===== config.mk =====
export PLATFORM = sky130hd
export DESIGN_NAME = itc_controller
export DESIGN_NICKNAME = d
export VERILOG_FILES = /design/src/rtl/itc_pkg.sv /design/src/rtl/itc_controller.sv
export SDC_FILE = /design/constraint.sdc
export NUM_CORES = 1
export LEC_CHECK = 0
export ABC_AREA = 1
export ABC_CLOCK_PERIOD_IN_PS = 1120
export BUFFER_PORTS_ARGS = -buffer_cell sky130_fd_sc_hd__buf_2
export CAP_MARGIN = 20
export CORE_AREA = 10 10 47 49
export CTS_BUF_LIST = sky130_fd_sc_hd__clkbuf_4 sky130_fd_sc_hd__clkbuf_8
export DETAILED_ROUTE_END_ITERATION = 12
export DIE_AREA = 0 0 57 59
export HOLD_SLACK_MARGIN = 0.1
export MAX_ROUTING_LAYER = met4
export RECOVER_POWER = 100
export SLEW_MARGIN = 20
export SYNTH_ARGS = -nofsm -noshare
export SYNTH_HDL_FRONTEND = slang
export SYNTH_SLANG_ARGS = --single-unit

===== constraint.sdc =====
create_clock -name clock -period 1.12 [get_ports clock]
set_input_delay 0.112 -clock clock [delete_from_list [all_inputs] [get_ports clock]]
set_output_delay 0.112 -clock clock [all_outputs]
set_load 0.01 [all_outputs]

===== src/rtl/itc_pkg.sv =====
package itc_pkg;

   // Fixed widths of the item and result fields
   localparam int ACTION_W  = 3;
   localparam int NUMBER_W  = 16;
   localparam int MASK_W    = 32;
   localparam int SUPPORT_W = 24;
   localparam int STATUS_W  = 2;

   // Action codes
   localparam logic [ACTION_W-1:0] ACT_CLEAR       = 3'd0;
   localparam logic [ACTION_W-1:0] ACT_ADD         = 3'd1;
   localparam logic [ACTION_W-1:0] ACT_REMOVE      = 3'd2;
   localparam logic [ACTION_W-1:0] ACT_TRANSACTION = 3'd3;
   localparam logic [ACTION_W-1:0] ACT_FIND_NUMBER = 3'd4;
   localparam logic [ACTION_W-1:0] ACT_FIND_ITEMS  = 3'd5;

   // Status codes
   localparam logic [STATUS_W-1:0] STS_OK        = 2'd0;
   localparam logic [STATUS_W-1:0] STS_FULL      = 2'd1;
   localparam logic [STATUS_W-1:0] STS_DUPLICATE = 2'd2;
   localparam logic [STATUS_W-1:0] STS_NOT_FOUND = 2'd3;

   typedef struct packed {
      logic wipe;      // write an empty entry at the sweep address and advance
      logic step;      // read or, on a clear, empty the sweep entry and advance
      logic load;      // take the request fields, rewind the sweep
      logic commit;    // final table write of an add or remove
      logic publish;   // load the result register
   } ctl_cmd_type;

   typedef struct packed {
      logic last_addr; // sweep address is at the final entry
   } dp_status_type;

endpackage


===== src/rtl/itc_controller.sv =====
module itc_controller (
   input  logic                   clock,
   input  logic                   reset,
   input  logic                   req_valid,
   output logic                   req_stall,
   output logic                   rsp_valid,
   input  logic                   rsp_stall,
   output itc_pkg::ctl_cmd_type   cmd,
   input  itc_pkg::dp_status_type sts
);

   import itc_pkg::*;

   typedef enum logic [2:0] {
      ST_WIPE,
      ST_IDLE,
      ST_SCAN,
      ST_DRAIN,
      ST_COMMIT,
      ST_RESPOND
   } state_type;

   state_type state_ff, state_in;
   logic      rsp_valid_ff, rsp_valid_in;

   always_comb begin
      cmd         = '0;
      cmd.wipe    = (state_ff == ST_WIPE);
      cmd.step    = (state_ff == ST_SCAN);
      cmd.load    = (state_ff == ST_IDLE) && req_valid;
      cmd.commit  = (state_ff == ST_COMMIT);
      cmd.publish = (state_ff == ST_RESPOND) && (!rsp_valid_ff || !rsp_stall);
   end

   always_comb begin
      state_in = state_ff;
      unique case (state_ff)
         ST_WIPE:    if (sts.last_addr) state_in = ST_IDLE;
         ST_IDLE:    if (req_valid) state_in = ST_SCAN;
         ST_SCAN:    if (sts.last_addr) state_in = ST_DRAIN;
         ST_DRAIN:   state_in = ST_COMMIT;
         ST_COMMIT:  state_in = ST_RESPOND;
         ST_RESPOND: if (cmd.publish) state_in = ST_IDLE;
         default:    state_in = ST_IDLE;
      endcase
   end

   always_comb begin
      rsp_valid_in = rsp_valid_ff;
      if (cmd.publish) begin
         rsp_valid_in = 1'b1;
      end else if (!rsp_stall) begin
         rsp_valid_in = 1'b0;
      end
   end

   always_ff @(posedge clock) begin
      if (reset) begin
         state_ff     <= ST_WIPE;
         rsp_valid_ff <= 1'b0;
      end else begin
         state_ff     <= state_in;
         rsp_valid_ff <= rsp_valid_in;
      end
   end

   assign req_stall = (state_ff != ST_IDLE);
   assign rsp_valid = rsp_valid_ff;

   a_no_overwrite: assert property (@(posedge clock) disable iff (reset)
      cmd.publish |-> !(rsp_valid_ff && rsp_stall))
      else $error("result register overwritten while still waiting");

   a_drain_after_scan: assert property (@(posedge clock) disable iff (reset)
      state_ff == ST_DRAIN |-> $past(state_ff) == ST_SCAN)
      else $error("drain entered without a finished sweep");

   a_commit_to_respond: assert property (@(posedge clock) disable iff (reset)
      state_ff == ST_COMMIT |=> state_ff == ST_RESPOND)
      else $error("commit not followed by respond");

endmodule


# Word level (Yosys, flattened, before mapping)
# Index checks and enable logic that the tools add are counted.
# Widths: inputs -> output; s select.
# word_totals
regBits,4
input_bits,5
word_cells,27
# op_classes
eq_ne,11
mux,7
reduce_logical,7
# op_table
op,n
$pmux 3 s6,1
$mux 3,4
$eq 3x2->1 const B,2
$eq 3x3->1 const B,2
$ne 2x1->1 const B,3
$ne 2x2->1 const B,2
$reduce_and 4->1,1
$eq 3x1->1 const B,1
$logic_not 3->1,1
$ne 3x1->1 const B,1
$logic_and 1x1->1,2
$logic_not 1->1,2
$mux 1,2
$logic_or 1x1->1,1

# Logic depth before layout (Yosys ltp)
# depth
depth_word,5
depth_mapped,7

# Worst setup path after synthesis
# OpenSTA, ideal clock, no wires.
# synth_path
path_kind,register -> output
start,reg state_ff[0]
end,out cmd[2] (netlist name)
arrival_ps,851
required_ps,1008
setup_slack_ps,157
stages_incl_launch_ff,5
n_path_buf,0
path_cell_list,dfxtp_1 inv_2 nor2_2 nand2_1 nor2_1
# synth_lines
element,line,rtl
"start, declared",itc_controller.sv:23,"state_type state_ff, state_in;"
"start signal, assigned",itc_controller.sv:62,state_ff <= state_in;
"end, declared",itc_controller.sv:8,"output itc_pkg::ctl_cmd_type cmd,"

==> flow_summary_export.csv <==
group,metric,value,unit
cells_and_area,drive_above_1_share,0.473,
detailed_routing,ant_nets,0,
timing,max_slew_margin,0.893,
setup_path,critical_path_peak_fanout,3,
cells_and_area,finalNonFillerCells,71,
clocking,clock-root-buffer,"clkbuf_4",
power,p_per_area,1410,nW/um^2
cells_and_area,design_area,382,um^2
global_route,grt_max_degree,7,
clocking,clk_pin_slew,40,ps
detailed_routing,routedWlPerCell,10.0,um
placed_design,dpl.hpwl,519,um
placed_design,numPortBuffers,11,
outcome,violations,"negative setup slack",
floorplanning,die_y,59,um
worst_hold_path,min_path_type,"input pin to register",
synth,avgSynthCellArea,6.07,um^2
detailed_routing,drc,0,
placed_design,place_congestion,0.681,
global_route,first_global_vias,291,
setup_path,reg2reg_depth,8,
synth,syn_inst,40,
detailed_routing,via_per_inst,3.97,
detailed_routing,route.vias.total,282,
global_route,grt_use_met2,0.0713,
synth,yosys_register_bits,4,
synth,yosysUniqueCellTypes,12,
synth,synth_largest_area_cell,"dfxtp_1",
detailed_routing,routed_wl,711,um
synth,mappedNetlistNets,45,
global_route,grt_pass1_wl,1210,um
timing,period_needed,1120,ps
clocking,cts_max_level,1,
global_route,grt-busiest-layer,"met2",
timing,tightest_slew,161,ps
cells_and_area,area_delta_synth_final,57.2,%
cells_and_area,n_fill_cell,170,
timing,period_share,1.00,
detailed_routing,drtPass1Iterations,2,
cells_and_area,num_antenna_cells,0,
power,p_leak,0.000225,uW
placed_design,placedCellCount,66,
timing,final-hold-violation-count,0,
synth,synthTopCellsByArea,"dfxtp_1, nand2_1, inv_1",
power,ir_drop,0.000230,V
floorplanning,initial_core_util,0.173,
cells_and_area,nets,62,
placed_design,placed_cell_area,310,um^2
placed_design,dp_slack,89.0,ps
outcome,status,"finished, violations left",
job,maxCapViolations,0,
clocking,clock-sinks,4,
timing,rsz0062_at_grt,"true",
timing,setup_ws,-1.72,ps
clocking,cts_buffers,3,
timing,finalClockSkew,0.298,ps
floorplanning,dieWidth,57,um
global_route,grtUsageMet3,0.0343,
setup_path,start_kind,"register",
synth,synthesis.area,243,um^2
worst_hold_path,min_path_cells,3,
timing,setup-violations-final,1,
setup_path,worst_ep_required_time,1010,ps
detailed_routing,drt_iter0_markers,3,
floorplanning,rows,14,
clocking,cts_buffer_depth,2,
timing,fmax,891,MHz
floorplanning,core,1400,um^2
setup_path,endpoint_kind,"primary output",
cells_and_area,multi_input_area,139,um^2
floorplanning,io_pins,12,
global_route,grt_util_met1,0.0430,
synth,ys_seq_area_frac,0.330,
global_route,overflow,0,
timing,finalMaxSlewViolations,0,
clocking,clk_latency,240,ps
setup_path,critPathKind,"register to primary output",
floorplanning,dieArea,3360,um^2
global_route,grtUsageTotal,0.0490,
synth,synth_top_area_share,0.330,
setup_path,cp.arrival,1010,ps
synth,synth_warnings,0,
global_route,antenna_found_initial,0,
cells_and_area,seq_area,88.8,um^2
clocking,cts_tree,"done",
## stage by stage
step | total power (uW) | TNS (ps) | hold slack (ps) | util
6_report | 539 | -1.72 | 157 | 0.272
5_1_grt | 589 | -220 | 190 | 0.272
4_1_cts | 537 | -49.1 | 146 | 0.260
3_5_place_dp | 317 | 0 | 330 | 0.221
3_3_place_gp | 315 | 0 | 332 | 0.221
2_1_floorplan | 269 | 0 | 181 | -
## flip-flops by register name (all words and copies together) (netlist names)
register   count
state_ff       3
rsp_valid      1
## cell usage after synthesis (all sizes together)
library cell and number:
a21oi 2, a31oi 1, buf 1, dfxtp 4, inv 9, nand2 10
nand3 4, nor2 8, nor3 1
## final timing paths
path               startpoint          end  slack, ps
setup / recovery  state_ff[0]       cmd[2]         -2
hold / removal      rsp_stall    rsp_valid        160
setup reg to reg  state_ff[0]  state_ff[1]        110
hold reg to reg     rsp_valid    rsp_valid        480
## layout make-up
| class | count | share of cell area |
|---|---|---|
| inverters | 9 | 0.102 |
| clock buffers | 3 | 0.0590 |
| multi-input cells | 26 | 0.364 |
| well taps | 16 | 0.0525 |
| repair buffers | 13 | 0.190 |
| flip-flops and latches | 4 | 0.233 |
## where the power goes
part / internal [uW] / switching, uW
combinational: 72.7 / 93.6
sequential: 161 / 26.8
clock: 120 / 64.3
## layout by cell type (no fill, tap or decap)
cell type and n:
nand3_2 2, nand2_1 9, inv_4 2, nor2_2 1, nand3_1 2, nor2_1 5
nor2_4 2, a21oi_1 2, nor3_1 1, buf_4 1, buf_2 11, dfxtp_4 2
clkbuf_4 3, nand2_2 1, a31oi_1 1, dfxtp_1 1, dfxtp_2 1, inv_1 7
dlygate4sd3_1 1
## critical path: stages (launching register included)
cell and delay (ps):
dfxtp_4 360, inv_4 50, nor2_4 90, nand2_2 60
nor2_1 80, buf_2 130
## layer usage
metal	vias up	share of wire
li1	150	-
met1	125	0.38
met2	7	0.51
met3	0	0.11
met4	0	0
met5	-	0
## cells by family after synthesis
family                 share of synthesized area
flip-flops                                 0.330
AND/OR/NAND/NOR                            0.433
buffers and inverters                      0.170
AO/OA/AOI/OAI                             0.0670
## repair_timing
action	CTS	global route
buffers inserted	1	0
hold buffers	1	0
pin swaps	1	1
gates resized for setup	7	6
endpoints found under the setup margin	5	5
hold endpoints to repair	3	0
cloned	0	0
(Power assumes the default switching activity.)
